`config.mk`:
```
export PLATFORM = sky130hd
export DESIGN_NAME = wavhc_parse
export DESIGN_NICKNAME = d
export VERILOG_FILES = /design/src/rtl/wavhc_pkg.sv /design/src/rtl/wavhc_parse.sv
export SDC_FILE = /design/constraint.sdc
export NUM_CORES = 1
export LEC_CHECK = 0
export BUFFER_PORTS_ARGS = -buffer_cell sky130_fd_sc_hd__buf_2
export CORE_ASPECT_RATIO = 1.1
export CORE_MARGIN = 10
export CORE_UTILIZATION = 39
export CTS_BUF_LIST = sky130_fd_sc_hd__clkbuf_4
export DETAILED_ROUTE_END_ITERATION = 7
export SLEW_MARGIN = 20
export SYNTH_ARGS = -nofsm -noshare
export SYNTH_HDL_FRONTEND = slang
export SYNTH_SLANG_ARGS = --single-unit
```
`constraint.sdc`:
```
create_clock -name i_clk -period 4.7 [get_ports i_clk]
set_input_delay 0.47 -clock i_clk [delete_from_list [all_inputs] [get_ports i_clk]]
set_output_delay 0.47 -clock i_clk [all_outputs]
set_load 0.01 [all_outputs]
```
`src/rtl/wavhc_pkg.sv`:
```
// Shared constants, codes and types of the WAV header checker.
package wavhc_pkg;

    // Request queue between the front and the parser
    localparam int QUEUE_DEPTH = 2;

    // Configuration port
    localparam int CFG_IDX_W  = 3;
    localparam int CFG_DATA_W = 32;

    localparam logic [CFG_IDX_W-1:0] CFG_FORMAT_TAG  = 3'd0;
    localparam logic [CFG_IDX_W-1:0] CFG_CHANNELS    = 3'd1;
    localparam logic [CFG_IDX_W-1:0] CFG_SAMPLE_RATE = 3'd2;
    localparam logic [CFG_IDX_W-1:0] CFG_BITS        = 3'd3;
    localparam logic [CFG_IDX_W-1:0] CFG_MIN_FRAMES  = 3'd4;
    localparam logic [CFG_IDX_W-1:0] CFG_MAX_FRAMES  = 3'd5;

    localparam logic [15:0] RST_FORMAT_TAG  = 16'd1;
    localparam logic [15:0] RST_CHANNELS    = 16'd1;
    localparam logic [31:0] RST_SAMPLE_RATE = 32'd24000;
    localparam logic [15:0] RST_BITS        = 16'd16;
    localparam logic [30:0] RST_MIN_FRAMES  = 31'd24000;
    localparam logic [30:0] RST_MAX_FRAMES  = 31'd1440000;

    // Chunk tags as they assemble little-endian
    localparam logic [31:0] TAG_RIFF = 32'h4646_4952;
    localparam logic [31:0] TAG_WAVE = 32'h4556_4157;
    localparam logic [31:0] TAG_FMT  = 32'h2074_6D66;
    localparam logic [31:0] TAG_DATA = 32'h6174_6164;

    // Status codes
    localparam logic [2:0] ST_OK        = 3'd0;
    localparam logic [2:0] ST_BAD_HDR   = 3'd1;
    localparam logic [2:0] ST_BAD_FMT   = 3'd2;
    localparam logic [2:0] ST_TOO_SHORT = 3'd3;
    localparam logic [2:0] ST_TOO_LONG  = 3'd4;

    // Parser state at the end of a file, handed to the result stage
    typedef struct packed {
        logic        hdr_fail;
        logic [15:0] format_tag;
        logic [15:0] channels;
        logic [31:0] sample_rate;
        logic [15:0] bits;
        logic [31:0] data_len;
    } t_snap;

endpackage

```
`src/rtl/wavhc_parse.sv`:
```
// Chunk walker: header check, fmt capture, data length, skip and pad.
module wavhc_parse (
    input  logic              i_clk,
    input  logic              i_rst_n,
    input  logic              i_q_valid,
    input  logic [7:0]        i_q_byte,
    input  logic              i_q_last,
    output logic              o_q_pop,
    output logic              o_snap_valid,
    input  logic              i_snap_ready,
    output wavhc_pkg::t_snap  o_snap
);

    localparam logic [2:0] PH_HEADER = 3'd0;
    localparam logic [2:0] PH_CHDR   = 3'd1;
    localparam logic [2:0] PH_FMT    = 3'd2;
    localparam logic [2:0] PH_SKIP   = 3'd3;
    localparam logic [2:0] PH_PAD    = 3'd4;
    localparam logic [2:0] PH_SINK   = 3'd5;

    logic [2:0]  r_phase, n_phase;
    logic [31:0] r_count, n_count;
    logic [31:0] r_tag, n_tag;
    logic [31:0] r_len, n_len;
    logic        r_bad, n_bad;
    logic [63:0] r_stage, n_stage;
    logic [15:0] r_fmt, n_fmt;
    logic [15:0] r_chan, n_chan;
    logic [31:0] r_rate, n_rate;
    logic [15:0] r_bits, n_bits;
    logic [31:0] r_dlen, n_dlen;

    logic [31:0] count_inc;
    logic [31:0] tag_shift;
    logic [31:0] len_shift;
    logic        take;

    // a last byte needs the result stage free; other bytes always go
    assign o_q_pop      = i_q_valid && (!i_q_last || i_snap_ready);
    assign take         = o_q_pop;
    assign o_snap_valid = take && i_q_last;

    assign count_inc = r_count + 32'd1;
    assign tag_shift = {i_q_byte, r_tag[31:8]};
    assign len_shift = {i_q_byte, r_len[31:8]};

    always_comb begin
        n_phase = r_phase;
        n_count = r_count;
        n_tag   = r_tag;
        n_len   = r_len;
        n_bad   = r_bad;
        n_stage = r_stage;
        n_fmt   = r_fmt;
        n_chan  = r_chan;
        n_rate  = r_rate;
        n_bits  = r_bits;
        n_dlen  = r_dlen;
        unique case (r_phase)
            PH_HEADER: begin
                n_tag = tag_shift;
                if (r_count == 32'd3 && tag_shift != wavhc_pkg::TAG_RIFF) begin
                    n_bad = 1'b1;
                end
                if (r_count == 32'd11 && tag_shift != wavhc_pkg::TAG_WAVE) begin
                    n_bad = 1'b1;
                end
                n_count = count_inc;
                if (count_inc == 32'd12) begin
                    n_count = '0;
                    n_phase = n_bad ? PH_SINK : PH_CHDR;
                end
            end
            PH_CHDR: begin
                if (r_count < 32'd4) begin
                    n_tag = tag_shift;
                end else begin
                    n_len = len_shift;
                end
                n_count = count_inc;
                if (count_inc == 32'd8) begin
                    n_count = '0;
                    if (r_tag == wavhc_pkg::TAG_FMT) begin
                        n_stage = '0;
                        n_phase = PH_FMT;
                    end else begin
                        if (r_tag == wavhc_pkg::TAG_DATA) begin
                            n_dlen = len_shift;
                        end
                        n_phase = PH_SKIP;
                    end
                    // empty body: next chunk header follows at once
                    if (len_shift == '0) begin
                        n_phase = PH_CHDR;
                    end
                end
            end
            PH_FMT: begin
                if (r_count < 32'd8) begin
                    n_stage[{r_count[2:0], 3'b000} +: 8] = i_q_byte;
                end else if (r_count == 32'd14) begin
                    n_tag = {24'd0, i_q_byte};
                end else if (r_count == 32'd15) begin
                    n_fmt  = r_stage[15:0];
                    n_chan = r_stage[31:16];
                    n_rate = r_stage[63:32];
                    n_bits = {i_q_byte, r_tag[7:0]};
                end
                n_count = count_inc;
                if (count_inc == r_len) begin
                    n_count = '0;
                    n_phase = r_len[0] ? PH_PAD : PH_CHDR;
                end
            end
            PH_SKIP: begin
                n_count = count_inc;
                if (count_inc == r_len) begin
                    n_count = '0;
                    n_phase = r_len[0] ? PH_PAD : PH_CHDR;
                end
            end
            PH_PAD: begin
                n_count = '0;
                n_phase = PH_CHDR;
            end
            default: begin
            end
        endcase
    end

    always_comb begin
        o_snap.hdr_fail    = (n_phase == PH_HEADER) || n_bad;
        o_snap.format_tag  = n_fmt;
        o_snap.channels    = n_chan;
        o_snap.sample_rate = n_rate;
        o_snap.bits        = n_bits;
        o_snap.data_len    = n_dlen;
    end

    always_ff @(posedge i_clk) begin
        if (!i_rst_n || (take && i_q_last)) begin
            r_phase <= PH_HEADER;
            r_count <= '0;
            r_tag   <= '0;
            r_len   <= '0;
            r_bad   <= 1'b0;
            r_stage <= '0;
            r_fmt   <= '0;
            r_chan  <= '0;
            r_rate  <= '0;
            r_bits  <= '0;
            r_dlen  <= '0;
        end else if (take) begin
            r_phase <= n_phase;
            r_count <= n_count;
            r_tag   <= n_tag;
            r_len   <= n_len;
            r_bad   <= n_bad;
            r_stage <= n_stage;
            r_fmt   <= n_fmt;
            r_chan  <= n_chan;
            r_rate  <= n_rate;
            r_bits  <= n_bits;
            r_dlen  <= n_dlen;
        end
    end

    a_phase_legal: assert property (@(posedge i_clk) disable iff (!i_rst_n)
        r_phase <= PH_SINK)
        else $error("parser phase out of range");

    a_bad_sinks: assert property (@(posedge i_clk) disable iff (!i_rst_n)
        (r_bad && r_phase != PH_HEADER) |-> (r_phase == PH_SINK))
        else $error("bad header did not sink");

    a_last_clears: assert property (@(posedge i_clk) disable iff (!i_rst_n)
        o_snap_valid |=> (r_phase == PH_HEADER && r_count == '0))
        else $error("parser not cleared after last byte");

endmodule

```
## Word-level counts from Yosys, hierarchy flattened

Index checks and enable logic that the tools add are counted.

- Add/subtract/negate cells: 2
- Bitwise gates (word level): 1
- Reduce and logical (&&, ||, !) cells: 20
- Magnitude comparators: 2
- Div/mod/pow operators: 0
- Equal/unequal tests: 21
- Mux-type cells: 45
- Shifts and indexed selects: 2
- $mul: 0

Operators with widths:

| operator | count |
|---|---|
| $mux 32 | 14 |
| $mux 16 | 12 |
| $mux 64 | 3 |
| $eq 32x4->1 const B | 5 |
| $pmux 32 s4 | 1 |
| $pmux 64 s2 | 1 |
| $pmux 32 s3 | 1 |
| $bwmux 64 | 1 |
| $ne 32x31->1 const B | 2 |
| $shift 8x8->64 const A | 1 |
| $shiftx 8x8->64 | 1 |
| $add 32x1->32 const B | 1 |
| $eq 32x2->1 const B | 1 |
| $eq 32x30->1 const B | 1 |
| $eq 32x31->1 const B | 1 |
| $eq 32x32->1 | 1 |
| $logic_not 32->1 | 1 |
| $lt 32x3->1 const B | 1 |
| $lt 32x4->1 const B | 1 |
| $mux 3 | 6 |
| $ne 2x2->1 const B | 6 |
| $pmux 3 s4 | 1 |
| $reduce_and 5->1 | 2 |
| $neg 6->8 | 1 |
| 15 further kinds | 27 |

- Output and inout port bits: 115
- Bits in read-only memories: 0
- Word-level logic and storage cells: 104
- Memories: 0
- RAM bits: 0
- Register bits after elaboration: 276
- Latch bits: 0
- Bits of input ports: 13

## Depth between registers and ports, before layout

- Depth after elaboration: 10
- Mapped depth: 14
- Depth with buffers taken out: 11

## Least setup slack after synthesis

No wires, ideal clock.

- Kind: reg-to-output
- From: register r_count[11]
- To: output port o_snap[0] in the netlist's numbering
- Required time: 4.230 ns
- Stages on the path, launching flop included: 11
- Path buffers: 3
- Arrival: 3.379 ns
- Setup slack: 0.851 ns
- Cells stage by stage: dfxtp_1 buf_2 nand4_1 nor4_1 xnor2_1 nand4_1 or4_1 buf_2 nor4_2 clkbuf_1 mux2_2

RTL lines:

| item | RTL line | source |
|---|---|---|
| start: declaration | wavhc_parse.sv:22 | `logic [31:0] r_count, n_count;` |
| start signal: assignment | wavhc_parse.sv:155 | `r_count <= n_count;` |
| end: declaration | wavhc_parse.sv:11 | `output wavhc_pkg::t_snap o_snap` |

==> results.md <==
* Grt ovf at 0
* RSZ-0062 raised after global routing: false
* Initial antenna violation count at 1
* Worst Setup Path Type: reg2out
* Syn-to-layout area delta at 19.7%
* Synth Warn # at 0
* Tot GR Track Use at 22.5%
* CTS Hold Bufs at 0
* Worst VDD drop at 0.202 mV
* Mapped Area at 14400 um2
* CTS tree: done
* Clock Latency Late Sink at 0.79 ns
* CTS buffer count at 77
* DRC viols at 0
* Critical Path Fanout Max at 8
* PwrDens at 284 nW/um2
* Clock transition at the registers of the reported paths at 0.06 ns
* Area post-placement at 15600 um2
* Register area share after synthesis at 38.4%
* Synth Area in Adders at 0.522%
* Final setup viols at 0
* CTS root buffer: clkbuf_4
* Post-Synth Simple-Gate Area at 25.5%
* Largest net degree at the start of global routing at 83
* Num rows at between 70 and 80
* Post-synth EDFFs at 0
* Nets@finish at 1974
* Placed wire-length estimate at 35000 um
* Worst Max-Slew Pin Slew at 0.935 ns
* Maxcap violations at 0
* Main synth FF type: dfxtp_1
* Leakage at 6.44 nW
* GP Congestion at 0.989
* Initial Util at 39.7%
* Post-synthesis mux area share at about a tenth
* Routed vias at approximately 14000
* Drt wl/cell at 21.0 um
* Routed WL at 52500 um
* HP Class: in2reg
* Combinational family with the most area after synthesis: simple AND/OR/NAND/NOR gates
* Yosys cell types at 79
* Crit path DAT at 4.15 ns
* XOR/XNOR share of the synthesized area at 2.44%
* Crit path capture type: output pin
* Final number of hold-violating endpoints at 0
* Worst slew margin at 37.7%
* Die Y at about 220 um
* Flops & latches, synth at 276
* H-tree depth at 3
* Clk_skew at 0.0646 ns
* IO Pins at 128
* Final TNS setup at 0 ns
* Port Buffer Count at between 100 and 150
* First-pass GRT wire length at 81700 um
* Initial DRC count at 1341
* Req. time, crit path at 4.23 ns
* Mapped Nets at 1825
* Max Transition Viols Final at 0
* Startpoint Class: flop
* Vias per std cell at between 5 and 6
* F_max at 0.217 GHz
* Remaining antenna violation count at 0
* Final Instance Area at 17200 um2
* Clk sink count at 276
* Die area at 45000 um2
* Synth async-reset ratio at 0%
* Min cycle time layout at about 4.6 ns
* Max Root-Sink Buffers at 3
* Share of cells above drive strength 1 at 26.6%
* Final worst path period share at 98.2%
* Outcome: complete, no violations
* Die Width at 203 um
* Compound-Gate Fraction of Synth Area at 18.3%
* Layout fillers at 3627
* Gate Count Post-Synth at 1806
* Pre-antenna DRT Iters at 7
* Core Area at 36300 um2
* Number of global-route vias before repair at 13800
* Synth Area per Inst at 7.96 um2
-- stage by stage --
step / util (%) / power [mW] / hold slack, ns / cells / setup WS, ns
after floorplan: - / 2.56 / 0.427 / 1806 / 0.851
after global placement: 43.0 / 2.64 / 0.435 / 2327 / 0.376
after detailed placement: 43.0 / 2.64 / 0.442 / 2327 / 0.421
after CTS: 46.5 / 4.95 / 0.0488 / 2468 / -0.00000666
after global routing: 47.5 / 5.10 / 0.0962 / 2495 / 0.00467
final: 47.5 / 4.89 / 0.111 / 2495 / 0.0823
-- cell families (layout without fill, tap and decap cells) --
logic type                 after synthesis  count (layout)
and+or+nand+nor                        747             747
AOI/OAI and AO/OA                      427             427
DFF                                    276             276
buffers and inverters                  187             388
muxes                                  123             123
xor gates and xnor gates                40              40
adders and majority gates                6               6
other                                    0               1
-- per-layer routing --
layer | wire length (um) | vias to the layer above | GRT usage (%)
met1 | 23000 | 7028 | 29.3
li1 | - | 6818 | -
met2 | 24800 | 520 | 36.2
met5 | 0 | - | 0
met3 | 3410 | 102 | 4.30
met4 | 1290 | 0 | 8.13
-- Yosys cell counts, drive strengths merged, types with 13 or more instances --
library cell,number,share of area (%)
nand3,66,2.3
a211oi,13,0.68
inv,22,0.57
nand2,389,10
nor2,61,1.6
nor4,50,2.5
o21ai,61,2.1
mux2,114,8.9
nor3,35,1.2
dfxtp,276,38
or4,17,0.91
a31oi,28,1.2
a21oi,192,6.7
clkbuf,123,3.2
o2bb2ai,17,1.0
nand4,38,2.0
o211ai,41,2.1
a22o,20,1.2
xnor2,30,1.8
buf,42,1.5
-- cells in the final DEF (no fill, tap or decap), drive strengths merged, types with 4 or more instances in the layout --
cell type / instances
clkinv: 8
a31oi: 28
nor3: 35
a21boi: 4
o2bb2ai: 17
inv: 24
mux2i: 9
or4: 17
ha: 6
nand2: 389
buf: 233
nor2b: 6
a22o: 20
or2: 9
nor4: 50
dfxtp: 276
nand3b: 11
nand2b: 4
nand3: 66
a41oi: 6
o31ai: 7
nand4b: 7
and3: 5
a21oi: 192
o21ai: 61
nand4: 38
clkbuf: 120
a211oi: 13
o211ai: 41
and4: 9
or3: 12
nor2: 61
xnor2: 30
a32oi: 4
xor2: 10
mux2: 114
nor4b: 6
o21a: 5
and2: 10
-- what timing repair did --
item	in CTS	in global routing
gates cloned	1	1
buffers inserted	9	26
setup endpoints to repair	113	33
gates resized for setup	43	37
pin swaps	8	13
-- worst max-delay path, stage by stage (launching register included) --
cell and delay [ns]:
dfxtp_4 0.35, buf_6 0.12, nand4_1 0.16, or4_4 0.65
nor4_2 0.27, a211oi_1 0.11, or4_4 0.60, nor4_4 0.29
buf_4 0.22, clkbuf_16 0.16, mux2_2 0.34, buf_2 0.15
-- final timing paths --
kind	startpoint	end	slack, ns	cells after the start
worst max-delay path	r_count[10]	o_snap[22]	0.08	11
worst min-delay path	i_rst_n	r_fmt[1]	0.11	3
worst max register to register	r_count[14]	r_count[15]	0.79	13
worst min register to register	r_dlen[1]	r_dlen[1]	0.45	2
-- state kept, by name, summed over array words and instances (netlist names) --
register	count
r_fmt	16
r_chan	16
r_bits	16
r_bad	1
r_tag	32
r_rate	32
r_dlen	32
r_stage	64
r_count	32
r_phase	3
r_len	32
-- final cells by class --
| class | instances | area (um2) | share of cell area (%) |
|---|---|---|---|
| tap | 487 | 609 | 3.54 |
| sequential | 276 | 5590 | 32.5 |
| inverter | 22 | 82.6 | 0.480 |
| clock inverter | 12 | 98.8 | 0.574 |
| clock buffer | 119 | 893 | 5.19 |
| antenna | 1 | 2.50 | 0.0145 |
| multi-input combinational | 1343 | 8350 | 48.5 |
| timing repair buffer | 235 | 1590 | 9.24 |
-- report_power, final --
group	internal, mW	total [mW]	switching (mW)
Combinational	0.0489	0.234	0.185
Clock	1.25	2.30	1.05
Sequential	2.34	2.35	0.0108
Note: power is estimated with default switching activity, not from simulation.
